--- src/hdl/led_bar_pattern_sequencer_core_macros.svh ---
// Assertion macros for the LED bar pattern sequencer.
`ifndef LED_BAR_PATTERN_SEQUENCER_CORE_MACROS_SVH
`define LED_BAR_PATTERN_SEQUENCER_CORE_MACROS_SVH

`ifndef SYNTHESIS

// Property must hold on every edge outside reset.
`define LBPS_ASSERT(lbl, clk, rst, prop, msg) \
   lbl: assert property (@(posedge clk) disable iff (rst) prop) else $error(msg);

// Expression must never be true outside reset.
`define LBPS_ASSERT_NEVER(lbl, clk, rst, expr, msg) \
   lbl: assert property (@(posedge clk) disable iff (rst) !(expr)) else $error(msg);

`else

`define LBPS_ASSERT(lbl, clk, rst, prop, msg)
`define LBPS_ASSERT_NEVER(lbl, clk, rst, expr, msg)

`endif

`endif

--- src/hdl/lbps_pkg.sv ---
package lbps_pkg;

   // Pattern select, low three bits of the ASCII code '0'..'7'
   typedef enum logic [2:0] {
      PAT_FIXED     = 3'd0,
      PAT_ALTERNATE = 3'd1,
      PAT_COUNT_UP  = 3'd2,
      PAT_BOUNCE    = 3'd3,
      PAT_COUNT_DN  = 3'd4,
      PAT_WALK_ONE  = 3'd5,
      PAT_WALK_ZERO = 3'd6,
      PAT_FILL      = 3'd7
   } pattern_type;

   // ASCII '0'..'7' share this upper part
   localparam logic [4:0] CODE_PREFIX = 5'b00110;

   localparam logic [7:0] FIXED_VALUE     = 8'hAA;
   localparam logic [7:0] ALT_RESTART     = 8'hAA;
   localparam logic [2:0] BOUNCE_LAST     = 3'd5;
   localparam logic [14:0] BASE_PERIOD_RST = 15'd16;

   typedef struct packed {
      logic [7:0] alternate_value;
      logic [7:0] up_count;
      logic [2:0] bounce_index;
      logic [7:0] down_count;
      logic [2:0] walk_one_index;
      logic [2:0] walk_zero_index;
      logic [2:0] fill_index;
   } lbps_state_type;

   localparam lbps_state_type STATE_RESET = '{
      alternate_value: 8'h55,
      up_count:        8'hFF,
      bounce_index:    3'd5,
      down_count:      8'h00,
      walk_one_index:  3'd7,
      walk_zero_index: 3'd7,
      fill_index:      3'd7
   };

   typedef struct packed {
      logic [7:0] led_value;
      logic [7:0] red;
      logic [7:0] green;
      logic [7:0] blue;
      logic [2:0] speed_quarters;
   } lbps_step_type;

   function automatic logic [7:0] bounce_value(input logic [2:0] idx);
      logic [7:0] v;
      case (idx)
         3'd0:    v = 8'h18;
         3'd1:    v = 8'h24;
         3'd2:    v = 8'h42;
         3'd3:    v = 8'h81;
         3'd4:    v = 8'h42;
         3'd5:    v = 8'h24;
         default: v = 8'h18;
      endcase
      return v;
   endfunction

endpackage

--- src/hdl/lbps_step.sv ---
module lbps_step
   import lbps_pkg::*;
(
   input  lbps_state_type state_cur,
   input  pattern_type    pattern,
   input  logic           restart,
   output lbps_state_type state_nxt,
   output lbps_step_type  result
);

   logic [2:0] idx_next;

   always_comb begin
      state_nxt = state_cur;
      result    = '0;
      idx_next  = 3'd0;
      unique case (pattern)
         PAT_FIXED: begin
            result.led_value      = FIXED_VALUE;
            result.red            = 8'hFF;
            result.green          = 8'hFF;
            result.blue           = 8'hFF;
            result.speed_quarters = 3'd4;
         end
         PAT_ALTERNATE: begin
            state_nxt.alternate_value = restart ? ALT_RESTART : ~state_cur.alternate_value;
            result.led_value      = state_nxt.alternate_value;
            result.red            = 8'h94;
            result.speed_quarters = 3'd4;
         end
         PAT_COUNT_UP: begin
            state_nxt.up_count    = restart ? 8'd0 : state_cur.up_count + 8'd1;
            result.led_value      = state_nxt.up_count;
            result.green          = 8'hFF;
            result.speed_quarters = 3'd2;
         end
         PAT_BOUNCE: begin
            // reset index is the last table entry, so the first step wraps to the start
            if (restart || state_cur.bounce_index >= BOUNCE_LAST) begin
               state_nxt.bounce_index = 3'd0;
            end else begin
               state_nxt.bounce_index = state_cur.bounce_index + 3'd1;
            end
            result.led_value      = bounce_value(state_nxt.bounce_index);
            result.red            = 8'hFF;
            result.green          = 8'h80;
            result.speed_quarters = 3'd2;
         end
         PAT_COUNT_DN: begin
            state_nxt.down_count  = restart ? 8'd0 : state_cur.down_count - 8'd1;
            result.led_value      = state_nxt.down_count;
            result.blue           = 8'hFF;
            result.speed_quarters = 3'd1;
         end
         PAT_WALK_ONE: begin
            idx_next = restart ? 3'd0 : state_cur.walk_one_index + 3'd1;
            state_nxt.walk_one_index = idx_next;
            result.led_value      = 8'h01 << idx_next;
            result.red            = 8'h15;
            result.green          = 8'h15;
            result.blue           = 8'h2E;
            result.speed_quarters = 3'd6;
         end
         PAT_WALK_ZERO: begin
            idx_next = restart ? 3'd0 : state_cur.walk_zero_index + 3'd1;
            state_nxt.walk_zero_index = idx_next;
            result.led_value      = ~(8'h80 >> idx_next);
            result.red            = 8'hFF;
            result.blue           = 8'hE1;
            result.speed_quarters = 3'd2;
         end
         PAT_FILL: begin
            idx_next = restart ? 3'd0 : state_cur.fill_index + 3'd1;
            state_nxt.fill_index  = idx_next;
            result.led_value      = 8'hFF >> (3'd7 - idx_next);
            result.red            = 8'h20;
            result.green          = 8'h46;
            result.blue           = 8'h22;
            result.speed_quarters = 3'd4;
         end
      endcase
   end

endmodule

--- src/hdl/led_bar_pattern_sequencer_core.sv ---
// LED bar pattern sequencer core.
// req channel: one word per pattern step, req_pattern_code is the ASCII code
//   '0'..'7' of the pattern, req_restart puts that pattern back at its first
//   value. Any other code is consumed and produces no response.
// rsp channel: one word per valid step: LED bar value, RGB colour of the
//   pattern, and hold_ticks = (base_period * speed quarters) >> 2.
// csr channel: writes base_period; always ready. Write only while idle.
// Path: an accepted req word goes into the input register, then through the
//   pattern step into the result register, which drives rsp_valid.
//   Throughput: one word per cycle while rsp_ready is high, set by the single
//   step of pattern logic between the two registers.
// Stall: if rsp_ready is low, the result register holds and the input
//   register can still take one more word; req_ready drops only when both
//   are full.
// Reset: synchronous, active high; clears valids, restores base_period to 16
//   and every pattern position to its power-up value. No clearing pass.
`include "led_bar_pattern_sequencer_core_macros.svh"

module led_bar_pattern_sequencer_core
   import lbps_pkg::*;
(
   input  logic        clock,
   input  logic        reset,

   input  logic        req_valid,
   output logic        req_ready,
   input  logic [7:0]  req_pattern_code,
   input  logic        req_restart,

   output logic        rsp_valid,
   input  logic        rsp_ready,
   output logic [7:0]  rsp_led_value,
   output logic [7:0]  rsp_red,
   output logic [7:0]  rsp_green,
   output logic [7:0]  rsp_blue,
   output logic [15:0] rsp_hold_ticks,

   input  logic        csr_valid,
   output logic        csr_ready,
   input  logic [14:0] csr_base_period
);

   // input register
   logic        in_valid_ff;
   logic [7:0]  in_code_ff;
   logic        in_restart_ff;

   // result register
   logic        rsp_valid_ff;
   logic [7:0]  rsp_led_ff;
   logic [7:0]  rsp_red_ff;
   logic [7:0]  rsp_green_ff;
   logic [7:0]  rsp_blue_ff;
   logic [15:0] rsp_hold_ff;

   logic [14:0]    base_period_ff;
   lbps_state_type state_ff;
   lbps_state_type state_in;
   lbps_step_type  step;

   logic        advance;     // input register moves into result register
   logic        code_ok;
   logic        commit;      // a valid step updates state and yields a word
   logic [17:0] hold_full;

   assign advance   = !rsp_valid_ff || rsp_ready;
   assign req_ready = !in_valid_ff || advance;
   assign csr_ready = 1'b1;
   assign code_ok   = (in_code_ff[7:3] == CODE_PREFIX);
   assign commit    = advance && in_valid_ff && code_ok;

   lbps_step u_step (
      .state_cur (state_ff),
      .pattern   (pattern_type'(in_code_ff[2:0])),
      .restart   (in_restart_ff),
      .state_nxt (state_in),
      .result    (step)
   );

   // quarter-unit speed, truncated
   assign hold_full = 18'(base_period_ff) * 18'(step.speed_quarters);

   always_ff @(posedge clock) begin
      if (reset) begin
         in_valid_ff    <= 1'b0;
         rsp_valid_ff   <= 1'b0;
         base_period_ff <= BASE_PERIOD_RST;
         state_ff       <= STATE_RESET;
      end else begin
         if (req_ready) begin
            in_valid_ff <= req_valid;
         end
         if (advance) begin
            rsp_valid_ff <= in_valid_ff && code_ok;
         end
         if (commit) begin
            state_ff <= state_in;
         end
         if (csr_valid && csr_ready) begin
            base_period_ff <= csr_base_period;
         end
      end
   end

   // payload, no reset
   always_ff @(posedge clock) begin
      if (req_valid && req_ready) begin
         in_code_ff    <= req_pattern_code;
         in_restart_ff <= req_restart;
      end
      if (commit) begin
         rsp_led_ff   <= step.led_value;
         rsp_red_ff   <= step.red;
         rsp_green_ff <= step.green;
         rsp_blue_ff  <= step.blue;
         rsp_hold_ff  <= hold_full[17:2];
      end
   end

   assign rsp_valid      = rsp_valid_ff;
   assign rsp_led_value  = rsp_led_ff;
   assign rsp_red        = rsp_red_ff;
   assign rsp_green      = rsp_green_ff;
   assign rsp_blue       = rsp_blue_ff;
   assign rsp_hold_ticks = rsp_hold_ff;

   // checks
   `LBPS_ASSERT(a_hold_range, clock, reset, rsp_valid_ff |-> (rsp_hold_ff <= 16'd49150), "hold_ticks out of range")
   `LBPS_ASSERT(a_bad_code_drop, clock, reset, (advance && in_valid_ff && !code_ok) |=> !rsp_valid_ff, "unknown code produced a word")
   `LBPS_ASSERT_NEVER(a_no_overrun, clock, reset, in_valid_ff && rsp_valid_ff && !rsp_ready && req_ready, "req accepted with both registers full")

endmodule

--- config.mk ---
export PLATFORM = sky130hd
export DESIGN_NAME = led_bar_pattern_sequencer_core
export DESIGN_NICKNAME = d
export VERILOG_FILES = /design/src/hdl/lbps_pkg.sv /design/src/hdl/lbps_step.sv /design/src/hdl/led_bar_pattern_sequencer_core.sv
export VERILOG_INCLUDE_DIRS = /design/src /design/src/hdl
export SDC_FILE = /design/constraint.sdc
export NUM_CORES = 1
export LEC_CHECK = 0
export BUFFER_PORTS_ARGS = -buffer_cell sky130_fd_sc_hd__buf_2
export CORE_ASPECT_RATIO = 1.2
export CORE_UTILIZATION = 59
export DETAILED_ROUTE_END_ITERATION = 6
export PLACE_DENSITY = 0.91
export SYNTH_ARGS = -nofsm -noshare
export SYNTH_HDL_FRONTEND = slang
export SYNTH_HIERARCHICAL = 1
export SYNTH_SLANG_ARGS = --single-unit
--- constraint.sdc ---
create_clock -name clock -period 4.2 [get_ports clock]
set_input_delay 0.21 -clock clock [delete_from_list [all_inputs] [get_ports clock]]
set_output_delay 0.21 -clock clock [all_outputs]
set_load 0.02 [all_outputs]
==> results.toml <==
[critical_path]
reg2reg_setup_slack_ns = 0.41
buf_inv_stages_crit_path = 1
critPathCaptureType = "flip-flop"
cp.required_ns = 4.31
start_kind = "flip-flop"
critical_path.top_delay_family = "adder cells"
timing.setup.critical_path_class = "flip-flop to flip-flop"
arrival_ns = 3.90
critical_path.max_stage_delay_ns = 0.43
critical_path.slowest_cell = "sky130_fd_sc_hd__edfxtp_1"
worst-path-stages = 12
critical_path.cell_chain = "nor2b_2 -> nand2b_1 -> inv_1 -> and2_1 -> fa_1 -> ha_1 -> fa_1 -> a21oi_1 -> o21ai_0 -> a21oi_1 -> o21ai_0 -> xor2_1"
reg2reg_depth = 12
cp_max_fo = 10

[floorplanning]
initial_utilization_pct = 60.5
top_level_ports = 80
fp.dieW_um = 99.1
fp-row-count = 42
core_um2 = 11000
die_outline_height_um = 118
area_of_the_die_um2 = 11700

[synth]
post_synth_inst_count = 751
yosysSeqAreaShare_pct = 41.6
syn-num-nets = 817
synth_seq_cells = 110
yosys.area.top_type_share_pct = 25.7
top_cells_by_area_synth = "sky130_fd_sc_hd__edfxtp_1 26%, sky130_fd_sc_hd__dfxtp_1 16%, sky130_fd_sc_hd__nand2_1 9.2%"
synth-edff-count = 57
mean_instance_size_in_the_synthesized_netlist_um2 = 8.88
synth-main-ff-cell = "sky130_fd_sc_hd__edfxtp_1"
synth.yosys.warnings = 6
synthDominantAreaCellType = "sky130_fd_sc_hd__edfxtp_1"
syn-cell-area_um2 = 6670
post_synth_num_cell_types = 76
async_flop_share_pct = 0

[global_route]
global_route_congestion_overflow_total = 0
grt_start_max_net_pins = 85
grt_pass1_vias = 4944
grt_first_pass_wirelength_um = 23800
grt_antenna_before_repair = 0
track_usage_pct = 25.9

[cells_and_area]
final_stage_net_count = 865
layout.filler_cells = 902
flow.area_growth_from_synthesis_pct = 9.51
final_common_cell = "sky130_fd_sc_hd__nand2_1"
antenna_cells_inserted = 0
final_layout_size_suffix_gt1_share_pct = 14.6
layoutNonFillerInstCount = 936
layout_utilization_pct = 66.2
layout_common_cells = "163 x sky130_fd_sc_hd__nand2_1, 78 x sky130_fd_sc_hd__buf_2, 57 x sky130_fd_sc_hd__edfxtp_1, 53 x sky130_fd_sc_hd__dfxtp_1"

[detailed_routing]
drt-vias-per-instance = 5.89
total_number_of_vias = 5513
route.antenna.remaining_nets = 0
route.detailed.drc = 0
drt-wirelength-per-cell_um = 15.6
first_iter_violations = 391
detail_route.first_pass.iterations = 5
routed_wirelength_um = 14600

[place]
hpwl_um = 10400
place_inst = 920
gpl.final_weighted_congestion = 0.964
io_buffer_count = 78

[timing]
timing.final.setup_violations = 0
timing_hold_violations_final = 0
finalCriticalPeriod_ns = 3.79
timing_max_transition_violations_final = 0
timing.fmax_mhz = 264
grt_setup_unrepaired = "no"
finClkSkew_ns = 0.00939
least_margin_pin_slew_ns = 0.909
sum_of_negative_setup_slack_ns = 0
fin_crit_sh_pct = 90.2
timing.max_slew.rel_slack_pct = 39.4

[pwr]
leakage_nw = 3.23
powerDensity_nw_per_um2 = 312
power.ir.vdd_worst_mv = 0.196
total_power_mw = 2.28

[cts]
h-tree-depth = 3
root_buffer_master = "sky130_fd_sc_hd__clkbuf_16"
numClockSinks = 110
cts-root-to-sink-buffers = 2
cts_tree = "built"
clkLatencyLatePin_ns = 0.36
clk_pin_slew_ns = 0.08
cts.hold.buffers_added = 0
number_of_setup_buffers_added_after_cts = 0
tritoncts.num_buffers = 9
cts-resized-gates = 0

[status]
run_status = "complete, no violations"

[worst_hold_path]
min_path_cells = 1
timing.hold.worst.class = "primary input to flip-flop"

[run]
max_cap_violations = 0
metrics by stage:
stage          area [um^2]  hold WS, ns  setup WS [ns]
4_1_cts               7310       0.0209          0.449
2_1_floorplan         6670        0.309          0.649
5_1_grt               7310       0.0160          0.162
6_report              7310       0.0236          0.412
3_3_place_gp          7010        0.387          0.569
3_5_place_dp          7010        0.389          0.481
cells by family after synthesis:
| family | Yosys count | synth area share, % |
|---|---|---|
| flops | 110 | 41.6 |
| mux | 18 | 2.72 |
| simple gates | 324 | 23.4 |
| compound gates | 140 | 13.3 |
| other cells | 1 | 0.0562 |
| fa+ha+maj | 37 | 8.51 |
| xor+xnor | 30 | 3.94 |
| buf+inv | 91 | 6.53 |
report_power, final:
part	leakage (nW)	switching, mW	internal (mW)
Combinational	2.11	0.154	0.0971
Sequential	0.966	0.0194	1.15
Clock	0.149	0.408	0.448
Total	3.23	0.580	1.70
registers in the layout, indices dropped and copies added, names as in the netlist:
register        flops
state_ff           36
rsp_hold_ticks     16
base_period_ff     15
in_code_ff          8
rsp_blue            8
rsp_green           8
rsp_led_value       8
rsp_red             8
in_restart_ff       1
in_valid_ff         1
rsp_valid           1
final timing paths:
| kind | end | start |
|---|---|---|
| worst max-delay path | rsp_hold_ticks[8]$_DFFE_PP_ | in_code_ff[2]$_DFFE_PP_ |
| worst min-delay path | in_code_ff[3]$_DFFE_PP_ | req_pattern_code[3] |
| worst max register to register | rsp_hold_ticks[8]$_DFFE_PP_ | in_code_ff[2]$_DFFE_PP_ |
| worst min register to register | state_ff[33]$_SDFFE_PP0P_ | state_ff[33]$_SDFFE_PP0P_ |
synth_stat cells, drive strengths merged, types with 2 or more instances:
master and instances:
nand2 163, edfxtp 57, dfxtp 53, nor2 46, a21oi 43, inv 43
o21ai 40, buf 28, nand3b 25, ha 23, clkbuf 20, nor3 18
mux2i 17, xnor2 16, fa 14, xor2 14, and2 11, nand3 11
a21o 10, nand2b 9, nor2b 8, nor4 8, and3 6, nand4 6
a31oi 4, o211ai 4, o22ai 4, o31ai 4, a2111oi 3, o2111ai 3
o311ai 3, or2 3, a211o 2, a211oi 2, a22o 2, and4 2
o221ai 2, o22a 2, or4 2
per-layer routing:
layer / wire length (um) / global-route usage (%) / up-vias / share of wire [%]
met5: 0 / 0 / - / 0
met4: 508 / 13.3 / 0 / 3.5
met3: 686 / 3.67 / 36 / 4.7
met2: 7510 / 44.1 / 196 / 51
met1: 5920 / 31.8 / 2589 / 41
li1: - / - / 2692 / -
final cells by class:
cell class	count	area, um^2	area share, %
multi-input cells	550	3460	47.4
flip-flops and latches	110	2770	38.0
repair buffers	85	443	6.06
clock buffers	10	250	3.43
well taps	132	165	2.26
inverters	43	164	2.24
clock inverters	6	47.5	0.651
Note: power is estimated with default switching activity, not from simulation.
